### src/rtl/core/tps_pkg.sv
// ----------------------------------------------------------------------------
// tps_pkg
// Shared types, constants and the log2 table for the thin plate spline core.
// ----------------------------------------------------------------------------
package tps_pkg;

  localparam int MAX_POINTS_DEF = 64;

  localparam int COORD_W   = 16;
  localparam int WEIGHT_W  = 32;
  localparam int VALUE_W   = 32;
  localparam int CNT_W     = 7;
  localparam int IDX_W     = 6;
  localparam int CFG_IDX_W = 2;
  localparam int CFG_W     = 32;
  localparam int TERM_W    = 38;
  localparam int ACC_W     = 48;

  localparam logic [CFG_IDX_W-1:0] REG_POINT_COUNT  = 2'd0;
  localparam logic [CFG_IDX_W-1:0] REG_AFFINE_CONST = 2'd1;
  localparam logic [CFG_IDX_W-1:0] REG_AFFINE_X     = 2'd2;
  localparam logic [CFG_IDX_W-1:0] REG_AFFINE_Y     = 2'd3;

  localparam logic [CNT_W-1:0] POINT_COUNT_RST = 7'd3;

  localparam logic REQ_LOAD = 1'b0;
  localparam logic REQ_EVAL = 1'b1;

  localparam logic [29:0] LN2_Q30     = 30'd744261118;
  localparam logic [26:0] INV16PI_Q32 = 27'd85445660;
  localparam logic [33:0] EPS_Q28     = 34'd32;

  typedef struct packed {
    logic signed [COORD_W-1:0]  x;
    logic signed [COORD_W-1:0]  y;
    logic signed [WEIGHT_W-1:0] w;
  } point_t;

  typedef struct packed {
    logic term_valid;
    logic busy;
  } green_status_t;

  // log2(1 + i/16) in Q16
  function automatic logic [16:0] log2_tab(input logic [4:0] i);
    logic [16:0] t;
    case (i)
      5'd0:    t = 17'd0;
      5'd1:    t = 17'd5732;
      5'd2:    t = 17'd11136;
      5'd3:    t = 17'd16248;
      5'd4:    t = 17'd21098;
      5'd5:    t = 17'd25711;
      5'd6:    t = 17'd30109;
      5'd7:    t = 17'd34312;
      5'd8:    t = 17'd38336;
      5'd9:    t = 17'd42196;
      5'd10:   t = 17'd45904;
      5'd11:   t = 17'd49472;
      5'd12:   t = 17'd52911;
      5'd13:   t = 17'd56229;
      5'd14:   t = 17'd59434;
      5'd15:   t = 17'd62534;
      default: t = 17'd65536;
    endcase
    return t;
  endfunction

endpackage

### src/rtl/core/tps_cell.sv
// ----------------------------------------------------------------------------
// tps_cell
// One control point slot of the rotating point ring.
// ----------------------------------------------------------------------------
module tps_cell (
  input  logic            clk,
  input  logic            load,
  input  tps_pkg::point_t load_pt,
  input  logic            shift,
  input  tps_pkg::point_t shift_in,
  output tps_pkg::point_t pt
);

  always_ff @(posedge clk) begin
    if (load) begin
      pt <= load_pt;
    end else if (shift) begin
      pt <= shift_in;
    end
  end

endmodule

### config.mk
export PLATFORM = sky130hd
export DESIGN_NAME = tps_cell
export DESIGN_NICKNAME = d
export VERILOG_FILES = /design/src/rtl/core/tps_pkg.sv /design/src/rtl/core/tps_cell.sv
export SDC_FILE = /design/constraint.sdc
export NUM_CORES = 1
export LEC_CHECK = 0
export BUFFER_PORTS_ARGS = -buffer_cell sky130_fd_sc_hd__buf_2
export CAP_MARGIN = 20
export CORE_MARGIN = 10
export CORE_UTILIZATION = 45
export DETAILED_ROUTE_END_ITERATION = 10
export PLACE_DENSITY = 0.92
export SYNTH_ARGS = -nofsm -noshare
export SYNTH_HDL_FRONTEND = slang
export SYNTH_SLANG_ARGS = --single-unit
### constraint.sdc
create_clock -name clk -period 7.6 [get_ports clk]
set_clock_uncertainty 0.15 [all_clocks]
set_input_delay 1.52 -clock clk [delete_from_list [all_inputs] [get_ports clk]]
set_output_delay 1.52 -clock clk [all_outputs]
set_load 0.1 [all_outputs]
==> qor.json, run 1 <==
{
  "cp_top_family": "buffers and inverters",
  "max_freq_mhz": 294,
  "drt_wl_total_um": 8050,
  "globalplace.congestion": 0.743,
  "first_global_vias": 2291,
  "cts.htree.levels": 3,
  "critPathMostFrequentCell": "sky130_fd_sc_hd__buf_4",
  "cp_cell_instances": "buf_4, or2_2, buf_4",
  "postRouteAntennaNets": 0,
  "antenna_cells": 0,
  "post-route-util_pct": 64.7,
  "aggregate_global_route_resource_usage_pct": 15.5,
  "synthDominantCellAreaShare_pct": 66.1,
  "vias": 1971,
  "power_report.internal_total_mw": 0.664,
  "layout_worst_path_cycle_share_pct": 44.8,
  "cts.sink_count": 64,
  "synthDominantAreaCellType": "sky130_fd_sc_hd__edfxtp_1",
  "power.share.switching_pct": 40.8,
  "fin_nets": 466,
  "drt-pass1-iter-count": 4,
  "synth.yosys.seq_area_share_pct": 66.1,
  "crit_slowest_cell": "sky130_fd_sc_hd__buf_4",
  "synthFlopType": "sky130_fd_sc_hd__edfxtp_1",
  "setup_violations": 0,
  "endpoint_kind": "flip-flop",
  "run_status": "complete, no violations",
  "tritoncts_clock_tree": "done",
  "crit_fanout": 65,
  "timing.critical_path.arrival_ns": 3.21,
  "finalHoldViolations": 0,
  "leakagePower_nw": 1.98,
  "power-per-cell-area_nw_per_um2": 274,
  "post_cts.repair.setup_buffers": 0,
  "grt_first_pass_wirelength_um": 12000,
  "cap_viol_max_count": 0,
  "clock_pin_transition_on_the_worst_setup_and_hold_timing_paths_ns": 0.06,
  "io_buffers": 194,
  "power.share.sequential_pct": 39.4,
  "hp-class": "input pin to flip-flop",
  "critPathKind": "input pin to flip-flop",
  "grt_antenna_before_repair": 0,
  "synth-edff-count": 64,
  "layout-drive-gt1-share_pct": 80.2,
  "synth.ff_latch_count": 64,
  "fp.dieH_um": 100,
  "synth.top_cells.by_area": "sky130_fd_sc_hd__edfxtp_1 66%, sky130_fd_sc_hd__mux2_4 25%, sky130_fd_sc_hd__mux2_2 5.8%",
  "rsz0062_at_grt": "false",
  "post_cts.resized_instances": 0,
  "dieArea_sq_um": 10100,
  "mapped_cell_area_sq_um": 2910,
  "horizontal_die_dimension_um": 100,
  "share_comb_of_total_power_pct": 37.2,
  "final_period_minus_worst_setup_slack_ns": 3.41,
  "std_cell_rows": 29,
  "holdBufCountCts": 0,
  "synth.cells.most_frequent": "64 x sky130_fd_sc_hd__edfxtp_1, 49 x sky130_fd_sc_hd__mux2_4, 15 x sky130_fd_sc_hd__mux2_2",
  "largest_reg_flops": 64,
  "power.switching_mw": 0.456,
  "layout_top_registers": "pt (64)",
  "largest_register": "pt",
  "timing.hold.worst.start": "shift_in[36]",
  "clockBufferDepth": 2,
  "floorplan.core_area_sq_um": 6310,
  "slew-limit-headroom_pct": 30.4,
  "synth_nets": 267,
  "max_incr_delay_on_cp_ns": 0.78,
  "area_delta_synth_final_pct": 40.6,
  "critical_path_buf_inv_count": 2,
  "most_frequently_used_cell_type_in_the_post_synthesis_netlist": "sky130_fd_sc_hd__edfxtp_1",
  "synthesis.instances": 136,
  "synth.yosys.warnings": 0,
  "async_flop_share_pct": 0,
  "worst_ep_required_time_ns": 7.40,
  "clk_root_buffer_cell": "sky130_fd_sc_hd__clkbuf_8",
  "drt-wirelength-per-cell_um": 19.3,
  "max-vdd-ir-drop_mv": 0.166,
  "grt_start_max_net_pins": 66,
  "cts-buffers-inserted": 9,
  "initial_core_util_pct": 46.0,
  "clockPowerShare_pct": 23.3,
  "drc": 0,
  "final_max_slew_viol_count": 0,
  "avgSynthCellArea_sq_um": 21.4,
  "worst_setup_path_start_kind": "input pin",
  "final.setup.tns_ns": 0,
  "io_pins": 195,
  "viasPerCell": 4.74,
  "tightest_slew_ns": 1.04,
  "gr-total-overflow": 0,
  "detailedRoute.firstIterationViolations": 43,
  "netlist-cell-type-count": 6,
  "crit_start": "load"
}
## area by class of cell
class | instances | area (sq um)
clock inverter | 6 | 51.3
fill | 483 | 2230
tap | 77 | 96.3
sequential | 64 | 1920
multi-input combinational | 65 | 911
timing repair buffer | 195 | 981
clock buffer | 9 | 124
## cells by family (layout without fill, tap and decap cells)
| group | count (synthesis) | after routing | synth area share [%] |
|---|---|---|---|
| multiplexers | 64 | 64 | 31.1 |
| flip-flops | 64 | 64 | 66.1 |
| buffers and inverters | 7 | 210 | 2.50 |
| AND/OR/NAND/NOR | 1 | 1 | 0.215 |
## layout by cell type, fill, tap and decap left out, drive strengths merged
cell / synthesis / final
bufinv: 0 / 1
mux2: 64 / 64
or2: 1 / 1
edfxtp: 64 / 64
clkinv: 0 / 5
clkbuf: 0 / 9
buf: 7 / 195
## final timing paths
kind	depth (start not counted)	to	slack, ns
max	3	pt[37]	4.19
min	2	pt[36]	1.35
## metal layers
layer / global-route usage [%] / vias to the layer above / share of wire (%)
met5: 0 / - / 0
li1: - / 932 / -
met4: 6.52 / 0 / 1.7
met3: 9.96 / 10 / 13
met2: 26.1 / 115 / 51
met1: 14.6 / 914 / 34
## power groups by stage
stage	Combinational (mW)	Sequential [mW]	Clock [mW]
floorplan	0.0550	0.735	0
global placement	0.415	0.449	0
detailed placement	0.420	0.450	0
CTS	0.421	0.443	0.270
global route	0.429	0.446	0.287
finish	0.417	0.442	0.262
## metrics by stage
stage                     std cells  power (mW)  hold slack, ns  setup slack (ns)  cell area, sq um
final                           416        1.12            1.35              4.19              4090
after global routing            416        1.16            1.32              4.08              4090
after CTS                       416        1.13            1.33              4.17              4090
after detailed placement        401       0.870            1.67              3.82              3910
after global placement          401       0.864            1.67              3.91              3910
after floorplan                 136       0.790            1.59              3.76              2910
Power figures use the tool's default switching activity.
==> inputs of run 2 (changes only) <==
- CORE_UTILIZATION: 45 -> 42
- PLACE_DENSITY: 0.92 -> 0.87
- clock period: 7.6 -> 3.5 ns (I/O delays scaled with it)
==> run 2 against run 1 <==
Compared with the run above: cell area is 0.28% lower; global-route usage shrank 1.6 points; wire length shrank 2.9%; critical path depth shrank 2; die area grew 5.7%; flip-flop and latch count stayed put; clock-buffer cell count increased by 1; sequential power up 120%; sequential share of layout area increased by 0.13 points; first-iteration DRC count increased by 2.3%; via count increased by 0.86%.
==> qor.json, run 2 (synthesis gave the netlist of run 1 again) <==
{
  "viasPerCell": 4.76,
  "max_incr_delay_on_cp_ns": 0.43,
  "holdBufCountCts": 0,
  "area_delta_synth_final_pct": 40.2,
  "final.setup.tns_ns": 0,
  "layout_common_cells": "193 x sky130_fd_sc_hd__buf_2, 64 x sky130_fd_sc_hd__edfxtp_1, 49 x sky130_fd_sc_hd__mux2_4",
  "post-route-util_pct": 60.3,
  "std_cell_rows": 30,
  "aggregate_global_route_resource_usage_pct": 13.9,
  "slew-limit-headroom_pct": 46.8,
  "detailedRoute.firstIterationViolations": 44,
  "rsz0062_at_grt": "false",
  "grt_antenna_before_repair": 1,
  "finalNonFillerCells": 418,
  "worst_hold_slack_ns": 0.520,
  "drc": 0,
  "layout_worst_path_cycle_share_pct": 56.4,
  "endpoint_kind": "primary output",
  "antenna_cells": 0,
  "final_period_minus_worst_setup_slack_ns": 1.98,
  "fp.dieH_um": 103,
  "final_max_slew_viol_count": 0,
  "timing.critical_path.arrival_ns": 1.13,
  "io_buffers": 194,
  "cap_viol_max_count": 0,
  "fin_nets": 467,
  "grt_start_max_net_pins": 65,
  "crit_slowest_cell": "sky130_fd_sc_hd__buf_2",
  "hp-class": "input pin to flip-flop",
  "clockBufferDepth": 2,
  "cp_cell_instances": "buf_2",
  "clock_pin_transition_on_the_worst_setup_and_hold_timing_paths_ns": 0.07,
  "post-place-cells": 405,
  "drt-wirelength-per-cell_um": 18.7,
  "run_status": "complete, no violations",
  "crit_fanout": 1,
  "horizontal_die_dimension_um": 103,
  "grt_first_pass_wirelength_um": 11100,
  "tritoncts_clock_tree": "done",
  "mostFrequentLayoutCell": "sky130_fd_sc_hd__buf_2",
  "post_cts.repair.setup_buffers": 0,
  "leakagePower_nw": 1.97,
  "layout-drive-gt1-share_pct": 80.2,
  "largest_reg_flops": 64,
  "io_pins": 195,
  "layout_top_registers": "pt (64)",
  "dp_slack_ns": 1.22,
  "worst_setup_path_start_kind": "flip-flop",
  "clk_root_buffer_cell": "sky130_fd_sc_hd__clkbuf_8",
  "max-vdd-ir-drop_mv": 0.276,
  "worst_slack_ns": 1.52,
  "gr-total-overflow": 0,
  "first_global_vias": 2313,
  "cts-buffers-inserted": 9,
  "finalHoldViolations": 0,
  "dieArea_sq_um": 10600,
  "tightest_slew_ns": 0.798,
  "floorplan.core_area_sq_um": 6760,
  "cp_top_family": "buffers and inverters",
  "drt_wl_total_um": 7820,
  "cts.htree.levels": 3,
  "initial_core_util_pct": 43.0,
  "critical_path_buf_inv_count": 1,
  "globalplace.congestion": 0.727,
  "drt-pass1-iter-count": 4,
  "postRouteAntennaNets": 0,
  "setup_violations": 0,
  "worst_ep_required_time_ns": 2.65,
  "max_freq_mhz": 506,
  "post_cts.resized_instances": 0,
  "vias": 1988,
  "power-per-cell-area_nw_per_um2": 578,
  "largest_register": "pt",
  "critPathKind": "flip-flop to primary output",
  "cts.sink_count": 64
}
run 2: cell types whose count changed in the layout (fill, tap and decap cells not counted), sizes merged:
cell    delta
clkinv     -2
buf        +1
bufinv     -1
clkbuf     +1
run 2: final timing paths:
path / startpoint / to / slack, ns / cells past startpoint
max: pt[8] / pt[8] / 1.52 / 1
min: load_pt[53] / pt[53] / 0.52 / 2
run 2: cell type report:
| type | count | area, sq um |
|---|---|---|
| timing repair buffer | 196 | 1000 |
| sequential | 64 | 1920 |
| multi-input combinational | 65 | 911 |
| tap | 80 | 100 |
| fill | 545 | 2680 |
| clock inverter | 3 | 12.5 |
| clock buffer | 10 | 128 |
run 2: routing by layer:
metal  wire length [um]  up-vias  track usage (%)
met5                  0        -                0
met4                173        0             6.52
met3                974       16             6.84
met2               4170      122             26.0
met1               2500      919             11.9
li1                   -      931                -
run 2: power breakdown:
| group | switching (mW) | total [mW] | internal (mW) |
|---|---|---|---|
| registers | 0.0200 | 0.962 | 0.942 |
| clock network | 0.250 | 0.490 | 0.239 |
| logic | 0.717 | 0.902 | 0.185 |
| total | 0.988 | 2.35 | 1.37 |
run 2: metrics by stage:
stage	power, mW	area (sq um)
floorplan	1.72	2910
global placement	1.87	3930
detailed placement	1.89	3930
CTS	2.38	4070
global route	2.44	4070
finish	2.35	4070
==> inputs of run 3 (changes only) <==
- clock period: 3.5 -> 1.9 ns (I/O delays scaled with it)
==> run 3 against run 2 <==
Compared with the run above: power rose by 92%; critical path depth unchanged; global-route usage up 0.76 points; non-clock buffer count grew 5; die area stayed put; hold slack lost 0.32 ns; sequential share of layout area decreased by 1.2 points; final cell count increased by 1.9%; first-iteration DRC count fell by 11%.
==> qor.json, run 3 (synthesis gave the netlist of run 1 again) <==
{
  "design_power_total_mw": 4.52,
  "max_incr_delay_on_cp_ns": 0.45,
  "max-vdd-ir-drop_mv": 0.412,
  "layout.cell_area.non_filler_sq_um": 4180,
  "floorplan.core_area_sq_um": 6760,
  "layout_worst_path_cycle_share_pct": 86.1,
  "aggregate_global_route_resource_usage_pct": 14.6,
  "post_cts.resized_instances": 0,
  "hold-path-endpoint": "pt[47]",
  "worst_ep_required_time_ns": 1.37,
  "vias": 2006,
  "fin_nets": 472,
  "layout_top_registers": "pt (64)",
  "drt_wl_total_um": 8090,
  "gr-total-overflow": 0,
  "grt_first_pass_wirelength_um": 11600,
  "critPathKind": "flip-flop to primary output",
  "cts.htree.levels": 3,
  "post_cts.repair.setup_buffers": 0,
  "timing.hold.worst.start": "load_pt[47]",
  "layout_common_cells": "193 x sky130_fd_sc_hd__buf_2, 64 x sky130_fd_sc_hd__edfxtp_1, 49 x sky130_fd_sc_hd__mux2_4",
  "run_status": "complete, no violations",
  "finalHoldViolations": 0,
  "worst_slack_ns": 0.264,
  "layout-drive-gt1-share_pct": 80.3,
  "endpoint_kind": "primary output",
  "viasPerCell": 4.71,
  "clk_root_buffer_cell": "sky130_fd_sc_hd__clkbuf_8",
  "worst_hold_slack_ns": 0.196,
  "holdBufCountCts": 0,
  "post-place-cells": 410,
  "clockBufferDepth": 2,
  "timing.critical_path.arrival_ns": 1.11,
  "grt_start_max_net_pins": 32,
  "critical_path_buf_inv_count": 1,
  "horizontal_die_dimension_um": 103,
  "final_period_minus_worst_setup_slack_ns": 1.64,
  "setup_violations": 0,
  "max_freq_mhz": 611,
  "slew-limit-headroom_pct": 64.2,
  "mostFrequentLayoutCell": "sky130_fd_sc_hd__buf_2",
  "dp_slack_ns": 0.251,
  "largest_register": "pt",
  "drc": 0,
  "io_buffers": 194,
  "post-route-util_pct": 61.8,
  "antenna_cells": 0,
  "postRouteAntennaNets": 0,
  "area_delta_synth_final_pct": 43.8,
  "final_max_slew_viol_count": 0,
  "first_global_vias": 2314,
  "leakagePower_nw": 2.02,
  "place_hpwl_um": 6770,
  "tritoncts_clock_tree": "done",
  "io_pins": 195,
  "hold_path_depth": 2,
  "tightest_slew_ns": 0.541,
  "std_cell_rows": 30,
  "drt-pass1-iter-count": 4,
  "detailedRoute.firstIterationViolations": 39,
  "cap_viol_max_count": 0,
  "cp_cell_instances": "buf_2",
  "power-per-cell-area_nw_per_um2": 1080,
  "globalplace.congestion": 0.744,
  "grt_antenna_before_repair": 0,
  "worst_setup_path_start_kind": "flip-flop",
  "finalNonFillerCells": 426,
  "fp.dieH_um": 103,
  "placedInstanceArea_sq_um": 4000,
  "dieArea_sq_um": 10600,
  "cp_top_family": "buffers and inverters",
  "largest_reg_flops": 64,
  "rsz0062_at_grt": "false",
  "cts.sink_count": 64,
  "crit_fanout": 1,
  "hp-class": "input pin to flip-flop",
  "clock_pin_transition_on_the_worst_setup_and_hold_timing_paths_ns": 0.07,
  "cts-buffers-inserted": 9,
  "drt-wirelength-per-cell_um": 19.0,
  "crit_slowest_cell": "sky130_fd_sc_hd__buf_2",
  "initial_core_util_pct": 43.0,
  "final.setup.tns_ns": 0
}
run 3: layout make-up:
cell class              count  area [sq um]
clock buffers              11           131
fillers                   541          2580
well taps                  80           100
flip-flops and latches     64          1920
multi-input cells          65           913
repair buffers            201          1060
clock inverters             5          47.5
run 3: power breakdown:
part	leakage [nW]	internal (mW)	switching, mW
logic	1.28	0.354	1.33
registers	0.652	1.73	0.0357
clock network	0.0922	0.594	0.480
total	2.02	2.68	1.84
run 3: layer usage:
layer  up-vias  track usage, %  share of wire, %
met5         -               0                 0
met1       921            13.2                33
met2       123            27.0                53
li1        947               -                 -
met3        15            6.64                12
met4         0            7.38               2.3
run 3: worst max-delay path by stage:
stage,depth (start not counted),end,start
floorplan,3,pt[0],load
global placement,3,pt[63],load
detailed placement,3,pt[62],load
CTS,1,pt[42],pt[42]
global route,1,pt[42],pt[42]
finish,1,pt[41],pt[41]
